## config.mk

```make
export PLATFORM = sky130hd
export DESIGN_NAME = voice_steal_scan_top
export DESIGN_NICKNAME = d
export VERILOG_FILES = /design/src/rtl/core/vss_pkg.sv /design/src/rtl/core/voice_steal_scan_top.sv
export SDC_FILE = /design/constraint.sdc
export NUM_CORES = 1
export LEC_CHECK = 0
export ABC_AREA = 1
export BUFFER_PORTS_ARGS = -buffer_cell sky130_fd_sc_hd__clkbuf_2
export CAP_MARGIN = 20
export CORE_MARGIN = 2
export CORE_UTILIZATION = 40
export CTS_BUF_LIST = sky130_fd_sc_hd__clkbuf_16
export CTS_CLUSTER_SIZE = 10
export DETAILED_ROUTE_END_ITERATION = 10
export HOLD_SLACK_MARGIN = 0.08
export SLEW_MARGIN = 20
export SYNTH_ARGS = -nofsm -noshare
export SYNTH_HDL_FRONTEND = slang
export SYNTH_SLANG_ARGS = --single-unit
```

## constraint.sdc

```tcl
create_clock -name clk -period 5.1 [get_ports clk]
set_input_delay 1.275 -clock clk [delete_from_list [all_inputs] [get_ports clk]]
set_output_delay 1.275 -clock clk [all_outputs]
set_load 0.02 [all_outputs]
```

## src/rtl/core/vss_pkg.sv

```systemverilog
`default_nettype none

package vss_pkg;

  // default sizes of the voice table and of the voice fields
  localparam int MAX_VOICES_DEF  = 64;
  localparam int AGE_BITS_DEF    = 32;
  localparam int REGION_BITS_DEF = 12;

  // trigger channel width, fixed by the event format
  localparam int CHAN_W = 4;

  // encoding of the stealer mode register, which resets to oldest
  typedef enum logic {
    MODE_FIRST  = 1'b0,
    MODE_OLDEST = 1'b1
  } steal_mode_t;

endpackage

`default_nettype wire

```

## src/rtl/core/voice_steal_scan_top.sv

```systemverilog
`default_nettype none

// a result passes the slot register and the result register before it leaves on out_tdata
// throughput: one voice slot per cycle unless a last slot waits on the result register;
//   accumulate path: two age compares and one count increment, slot register to scan state
// reset (rst_n low, synchronous): stealer mode goes to oldest, the scan state is cleared
//   and both the slot register and the result register are emptied
module voice_steal_scan_top #(
  parameter int MAX_VOICES  = vss_pkg::MAX_VOICES_DEF,
  parameter int AGE_BITS    = vss_pkg::AGE_BITS_DEF,
  parameter int REGION_BITS = vss_pkg::REGION_BITS_DEF,
  // derived sizes, not meant to be overridden
  parameter int IDX_W  = $clog2(MAX_VOICES),
  parameter int CNT_W  = $clog2(MAX_VOICES + 1),
  parameter int IN_W   = IDX_W + 1 + REGION_BITS + AGE_BITS + vss_pkg::CHAN_W + 1
                         + REGION_BITS + CNT_W + 1 + vss_pkg::CHAN_W,
  parameter int IN_TW  = ((IN_W + 7) / 8) * 8,
  parameter int OUT_W  = 1 + IDX_W + CNT_W,
  parameter int OUT_TW = ((OUT_W + 7) / 8) * 8
) (
  input  wire logic              clk,
  input  wire logic              rst_n,
  // configuration: stealer_mode
  input  wire logic              cfg_we,
  input  wire logic              cfg_wdata,
  // slot stream
  input  wire logic              in_tvalid,
  output logic                   in_tready,
  // low bit up: voice_index, voice_active, voice_region, voice_age, voice_channel,
  // region_only, target_region, polyphony_limit, prefer_channel, preferred_channel, zero pad
  input  wire logic [IN_TW-1:0]  in_tdata,
  input  wire logic              in_tlast,   // last_voice
  // result stream
  output logic                   out_tvalid,
  input  wire logic              out_tready,
  // low bit up: steal_found, steal_index, active_count, zero pad
  output logic [OUT_TW-1:0]      out_tdata
);
  import vss_pkg::*;

  // field offsets inside in_tdata
  localparam int O_IDX    = 0;
  localparam int O_ACT    = O_IDX + IDX_W;
  localparam int O_REG    = O_ACT + 1;
  localparam int O_AGE    = O_REG + REGION_BITS;
  localparam int O_CHAN   = O_AGE + AGE_BITS;
  localparam int O_RONLY  = O_CHAN + CHAN_W;
  localparam int O_TGT    = O_RONLY + 1;
  localparam int O_LIM    = O_TGT + REGION_BITS;
  localparam int O_PREF   = O_LIM + CNT_W;
  localparam int O_PCHAN  = O_PREF + 1;

  // ---------------------------------------------------------------------------
  // stealer mode register
  // ---------------------------------------------------------------------------
  steal_mode_t mode_r;

  always_ff @(posedge clk) begin
    if (!rst_n) begin
      mode_r <= MODE_OLDEST;
    end else if (cfg_we) begin
      mode_r <= steal_mode_t'(cfg_wdata);
    end
  end

  // ---------------------------------------------------------------------------
  // slot register: holds one transferred slot for the scan step
  // ---------------------------------------------------------------------------
  logic             slot_vld_r;
  logic [IN_W-1:0]  slot_r;
  logic             slot_last_r;

  logic             out_free;
  logic             slot_adv;

  // a slot that emits a result waits until the result register has room
  assign out_free  = !out_tvalid || out_tready;
  assign slot_adv  = slot_vld_r && (!slot_last_r || out_free);
  assign in_tready = !slot_vld_r || slot_adv;

  always_ff @(posedge clk) begin
    if (!rst_n) begin
      slot_vld_r <= 1'b0;
    end else if (in_tready) begin
      slot_vld_r <= in_tvalid;
    end
  end

  always_ff @(posedge clk) begin
    if (in_tready && in_tvalid) begin
      slot_r      <= in_tdata[IN_W-1:0];
      slot_last_r <= in_tlast;
    end
  end

  // slot fields
  logic [IDX_W-1:0]       s_idx;
  logic                   s_act;
  logic [REGION_BITS-1:0] s_region;
  logic [AGE_BITS-1:0]    s_age;
  logic [CHAN_W-1:0]      s_chan;
  logic                   s_ronly;
  logic [REGION_BITS-1:0] s_target;
  logic [CNT_W-1:0]       s_limit;
  logic                   s_pref;
  logic [CHAN_W-1:0]      s_pchan;

  assign s_idx    = slot_r[O_IDX   +: IDX_W];
  assign s_act    = slot_r[O_ACT];
  assign s_region = slot_r[O_REG   +: REGION_BITS];
  assign s_age    = slot_r[O_AGE   +: AGE_BITS];
  assign s_chan   = slot_r[O_CHAN  +: CHAN_W];
  assign s_ronly  = slot_r[O_RONLY];
  assign s_target = slot_r[O_TGT   +: REGION_BITS];
  assign s_limit  = slot_r[O_LIM   +: CNT_W];
  assign s_pref   = slot_r[O_PREF];
  assign s_pchan  = slot_r[O_PCHAN +: CHAN_W];

  // ---------------------------------------------------------------------------
  // scan state
  // ---------------------------------------------------------------------------
  logic [IDX_W-1:0]    best_slot_r, best_slot_nxt;
  logic [AGE_BITS-1:0] best_age_r,  best_age_nxt;
  logic                have_best_r, have_best_nxt;
  logic [IDX_W-1:0]    sc_slot_r,   sc_slot_nxt;
  logic [AGE_BITS-1:0] sc_age_r,    sc_age_nxt;
  logic                have_sc_r,   have_sc_nxt;
  logic [CNT_W-1:0]    qcnt_r,      qcnt_nxt;

  logic qualifies;
  logic best_take;
  logic sc_take;

  // voice counts when live and it passes the region filter
  assign qualifies = s_act && (!s_ronly || (s_region == s_target));

  // first mode keeps the first candidate, oldest mode takes a strictly older one
  assign best_take = !have_best_r || ((mode_r == MODE_OLDEST) && (s_age > best_age_r));
  assign sc_take   = !have_sc_r   || ((mode_r == MODE_OLDEST) && (s_age > sc_age_r));

  // state after this slot is scanned, before the end-of-scan clear
  always_comb begin
    best_slot_nxt = best_slot_r;
    best_age_nxt  = best_age_r;
    have_best_nxt = have_best_r;
    sc_slot_nxt   = sc_slot_r;
    sc_age_nxt    = sc_age_r;
    have_sc_nxt   = have_sc_r;
    qcnt_nxt      = qcnt_r;
    if (qualifies) begin
      if (best_take) begin
        best_slot_nxt = s_idx;
        best_age_nxt  = s_age;
        have_best_nxt = 1'b1;
      end
      if (s_pref && (s_chan == s_pchan) && sc_take) begin
        sc_slot_nxt = s_idx;
        sc_age_nxt  = s_age;
        have_sc_nxt = 1'b1;
      end
      // count saturates at the voice table size
      if (qcnt_r < CNT_W'(MAX_VOICES)) begin
        qcnt_nxt = qcnt_r + CNT_W'(1);
      end
    end
  end

  always_ff @(posedge clk) begin
    if (!rst_n) begin
      best_slot_r <= '0;
      best_age_r  <= '0;
      have_best_r <= 1'b0;
      sc_slot_r   <= '0;
      sc_age_r    <= '0;
      have_sc_r   <= 1'b0;
      qcnt_r      <= '0;
    end else if (slot_adv) begin
      if (slot_last_r) begin
        // end of scan: start the next one empty
        best_slot_r <= '0;
        best_age_r  <= '0;
        have_best_r <= 1'b0;
        sc_slot_r   <= '0;
        sc_age_r    <= '0;
        have_sc_r   <= 1'b0;
        qcnt_r      <= '0;
      end else begin
        best_slot_r <= best_slot_nxt;
        best_age_r  <= best_age_nxt;
        have_best_r <= have_best_nxt;
        sc_slot_r   <= sc_slot_nxt;
        sc_age_r    <= sc_age_nxt;
        have_sc_r   <= have_sc_nxt;
        qcnt_r      <= qcnt_nxt;
      end
    end
  end

  // ---------------------------------------------------------------------------
  // verdict on the last slot; same-channel candidate wins over the general one
  // ---------------------------------------------------------------------------
  logic             found;
  logic [IDX_W-1:0] victim;

  always_comb begin
    found  = 1'b0;
    victim = '0;
    if (qcnt_nxt >= s_limit) begin
      if (have_sc_nxt) begin
        found  = 1'b1;
        victim = sc_slot_nxt;
      end else if (have_best_nxt) begin
        found  = 1'b1;
        victim = best_slot_nxt;
      end
    end
  end

  // ---------------------------------------------------------------------------
  // result register
  // ---------------------------------------------------------------------------
  logic              out_vld_r;
  logic [OUT_W-1:0]  out_data_r;

  always_ff @(posedge clk) begin
    if (!rst_n) begin
      out_vld_r <= 1'b0;
    end else if (out_free) begin
      out_vld_r <= slot_adv && slot_last_r;
    end
  end

  always_ff @(posedge clk) begin
    if (out_free && slot_adv && slot_last_r) begin
      out_data_r <= {qcnt_nxt, victim, found};
    end
  end

  assign out_tvalid = out_vld_r;
  assign out_tdata  = OUT_TW'(out_data_r);

endmodule

`default_nettype wire

```

Word-level counts from Yosys, hierarchy flattened. Cells that the tools add are included.

Multiplexer cells: 25. $add $sub $neg: 1. Order comparisons: 4. Reduce and logical (&&, ||, !) cells: 27. Equality and inequality tests: 2.

Operator list (count): $mux W32 (6); $gt A32 B32 Y1 (2); $mux W6 (8); $mux W7 (3); $eq A12 B12 Y1 (1); $logic_and A1 B1 Y1 (10); $mux W1 (8); $add A7 B1 Y7 const B (1); $ge A7 B7 Y1 (1); $lt A7 B7 Y1 const B (1); $logic_not A1 Y1 (6); $logic_or A1 B1 Y1 (6); $reduce_and A3 Y1 (2); $reduce_bool A2 Y1 (3); $eq A4 B4 Y1 (1).

Output and inout bits: 18. Input port bits: 87. Word-level logic and storage cells: 73. Flip-flop bits (word level): 183.

Logic depth before layout (Yosys ltp).
Depth after elaboration: 7. Mapped depth: 20. Mapped depth without buffers: 19.

Worst setup path after synthesis. OpenSTA, ideal clock, no wires.

Kind: in2reg. Start: input port out_tready. End: register slot_last_r, enable pin. Data required time: 4665 ps. Slack: 1440 ps. Arrival time: 3225 ps. Stages on the path: 4. Cells stage by stage: nor2_1 nand3_1 nand2_1 inv_1.

Cells in the longest elaborated chain, start to end: 5.

Ends and longest elaborated chain: from (decl) (RTL line voice_steal_scan_top.sv:35) `input wire logic out_tready,`; $logic_or A1 B1 Y1 (RTL line voice_steal_scan_top.sv:77) `assign out_free = !out_tvalid || out_tready;`; $logic_or A1 B1 Y1 (RTL line voice_steal_scan_top.sv:78) `assign slot_adv = slot_vld_r && (!slot_last_r || out_free);`; $logic_and A1 B1 Y1 (RTL line voice_steal_scan_top.sv:78); $logic_or A1 B1 Y1 (RTL line voice_steal_scan_top.sv:79) `assign in_tready = !slot_vld_r || slot_adv;`; net in_tready (RTL line voice_steal_scan_top.sv:28) `output logic in_tready,`; $logic_and A1 B1 Y1 (RTL line voice_steal_scan_top.sv:90) `if (in_tready && in_tvalid) begin`; to (signal assigned) (RTL line voice_steal_scan_top.sv:92) `slot_last_r <= in_tlast;`; to (decl) (RTL line voice_steal_scan_top.sv:71) `logic slot_last_r;`.

The timed path passes the listed nets, and every way through them passes these cells. A chain may end at the register's enable or synchronous reset.

Worst setup path in the final report.
Start: input port out_tready. End: output port in_tready.

Cells in the longest elaborated chain, start to end: 4.

Ends and longest elaborated chain (RTL line): $logic_or A1 B1 Y1 (voice_steal_scan_top.sv:77); $logic_or A1 B1 Y1 (voice_steal_scan_top.sv:78); $logic_and A1 B1 Y1 (voice_steal_scan_top.sv:78); $logic_or A1 B1 Y1 (voice_steal_scan_top.sv:79); to (decl) (voice_steal_scan_top.sv:28).

No other way between the ends.

==> results.yml <==
timing:
  slew_viol_final: 0
  timing.final.ws_setup_ns: 1.84
  fin_crit_ns: 3.26
  fin_crit_sh: 0.638
  relSlewSlack: 0.489
  grt_setup_unrepaired: "no"
  hold_viol: 0
  max_freq_ghz: 0.307
  tightest_slew_ns: 0.766
  finalClockSkew_ns: 0.0122
  setup_viol: 0
  finalSetupTns_ns: 0
floorplan:
  io_pins: 105
  die_w_um: 154
  die-area_um2: 23600
  rows: 54
  dieHeight_um: 154
  core_um2: 21900
  initial_core_util: 0.409
layout:
  drive_gt1_frac: 0.142
  final_cell_area_um2: 10300
  finalNonFillerCells: 1396
  fillers: 2140
  nNetsFinal: 1262
  n_antenna_cell: 0
  area_growth_pct: 14.9
global_route:
  grt_pass1_vias: 6301
  grt_pass1_wl_um: 30900
  grt_usage: 0.163
  antenna_found_initial: 0
  grt_max_degree: 56
  overflow: 0
critical_path:
  r2r_setup_slack_ns: 1.88
  slowest_delay_ns: 0.23
  cpMaxStageDelayCell: "nor2_1"
  crit_path_end_kind: "output port"
  r2r_start: "slot_r[38]"
  critPathArrivalTime_ns: 1.98
  crit_chain: "clkbuf_2 > nor2_1 > nand3_1 > clkbuf_2"
  r2r_cells: 13
  crit_type: "in2out"
  worstPathMaxFanout: 3
  startpoint: "out_tready"
  r2r_end: "sc_age_r[1]"
  crit_top_cell: "clkbuf_2"
  cp-start-kind: "primary input"
  worstPathRequired_ns: 3.83
yosys:
  synth_cells: 1008
  synth_mux_area_frac: 0
  netlist_area_um2: 8940
  synth_top_family_by_area: "simple AND/OR/NAND/NOR gates"
  ys_ff_latch: 183
  synth_fa_ha_area_frac: 0.101
  netlist_top_cells_area: "edfxtp_1 32%, dfxtp_1 20%, ha_1 10%"
  synth_area_leader_cell: "edfxtp_1"
  yosysTopAreaCellShare: 0.319
  synth.most_common_cell: "nand2_1"
  ys_top_cells_by_count: "225 x nand2_1, 154 x inv_1, 127 x a21oi_1"
  synth.distinct_cells: 31
  synthXorXnorAreaFrac: 0.0196
  synth_warnings: 0
  synth_compound_area_frac: 0.0901
  synth-edff-count: 95
  syn_area_per_cell_um2: 8.87
  synthSimpleGateAreaFrac: 0.185
  ys.flop_type: "edfxtp_1"
  synth-async-reset-ratio: 0
  ys_seq_area_frac: 0.516
drt:
  vias: 6555
  vias_per_cell: 4.70
  routedWlPerCell_um: 13.3
  drt_iter0_markers: 326
  drt_pre_antenna_iters: 5
  drcViolationCount: 0
  drt-total-wl_um: 18500
  ant_nets: 0
placed_design:
  hpwlAfterDp_um: 12600
  placedInstanceArea_um2: 9670
  port_buffers: 102
  detailedPlace.worstSlack_ns: 1.52
  place_inst: 1364
  place.gp.congestion: 0.836
clock_tree:
  cts_root_buf: "clkbuf_16"
  clock_sinks: 183
  hold_buffers: 0
  htreeDepth: 4
  cts_tree: "built"
  clock_latency_ns: 0.44
  cts_buffers: 17
  clk_pin_slew_ns: 0.08
  cts_resized: 0
  cts_setup_buffers: 0
  clk_path_buf_depth: 2
power:
  power_leakage_nw: 4.15
  power.density_nw_per_um2: 314
  ir_drop_mv: 0.223
hold_path:
  whs_path_depth: 2
  hp-class: "reg2reg"
  hold_start: "best_age_r[15]"
  hold_end: "best_age_r[15]"
run_status:
  outcome: "finished, final reports clean"
run:
  max-cap-violations: 0
==> placed cells by master (no fill, tap or decap), drive strengths merged, types with 2 or more instances in the layout <==
cell type	synthesis	final
a21o	3	3
a21oi	127	127
buf	20	7
clkbuf	14	119
clkinv	2	9
conb	1	2
dfxtp	88	88
edfxtp	95	95
ha	72	72
inv	155	163
nand2	231	231
nand3	80	80
nand4	6	6
nor2	60	60
nor3	8	8
o21a	3	3
o21ai	22	22
xnor2	9	9
xor2	11	11
==> where the power goes <==
part           switching, mW  total, mW  leakage, nW  internal, mW
sequential            0.0284       1.63         1.62          1.60
clock                  0.670       1.34        0.298         0.673
combinational          0.156      0.250         2.23        0.0941
total                  0.855       3.22         4.15          2.37
==> final cells by class <==
type,count,area (um2),share of cell area
clock buffers,17,425,0.0414
clock inverters,15,184,0.0179
inverters,157,593,0.0577
multi-input cells,635,3540,0.345
flip-flops and latches,183,4610,0.449
well taps,280,350,0.0341
repair buffers,109,563,0.0548
==> state kept, by name, indices dropped and copies added (netlist names) <==
| register | count |
|---|---|
| best_slot_r | 6 |
| slot_vld_r | 1 |
| sc_age_r | 32 |
| slot_r | 80 |
| mode_r | 1 |
| have_sc_r | 1 |
| out_data_r | 14 |
| out_tvalid | 1 |
| have_best_r | 1 |
| best_age_r | 32 |
| slot_last_r | 1 |
| sc_slot_r | 6 |
| qcnt_r | 7 |
==> critical path, delay by kind of cell <==
kind | cells | cell delay (ns)
buffers and inverters | 2 | 0.30
and+or+nand+nor | 2 | 0.40
==> layer usage <==
metal | GRT usage | up-vias | share of wire
met3 | 0.0451 | 17 | 0.044
met1 | 0.217 | 2936 | 0.48
li1 | - | 3482 | -
met5 | 0 | - | 0
met2 | 0.262 | 120 | 0.46
met4 | 0.0459 | 0 | 0.010
==> worst max path at each step <==
| stage | slack [ns] | cells after the start | to |
|---|---|---|---|
| after floorplan | 1.44 | 4 | slot_last_r |
| after global placement | 1.57 | 10 | sc_age_r[27] |
| after detailed placement | 1.52 | 10 | sc_age_r[19] |
| after CTS | 1.84 | 4 | in_tready |
| after global routing | 1.52 | 13 | sc_age_r[23] |
| final | 1.84 | 4 | in_tready |
==> logic make-up after synthesis <==
logic type | count (synthesis)
compound gates | 156
xor+xnor | 20
fa+ha+maj | 72
buf+inv | 191
flops | 183
other cells | 1
simple gates | 385
==> stage by stage <==
stage,power [mW],util,hold slack [ns]
after detailed placement,1.92,0.442,0.452
after global routing,3.37,0.469,0.476
after CTS,3.26,0.469,0.464
after floorplan,1.83,-,0.440
final,3.22,0.469,0.464
after global placement,1.91,0.442,0.449
Note: power is estimated with default switching activity, not from simulation.
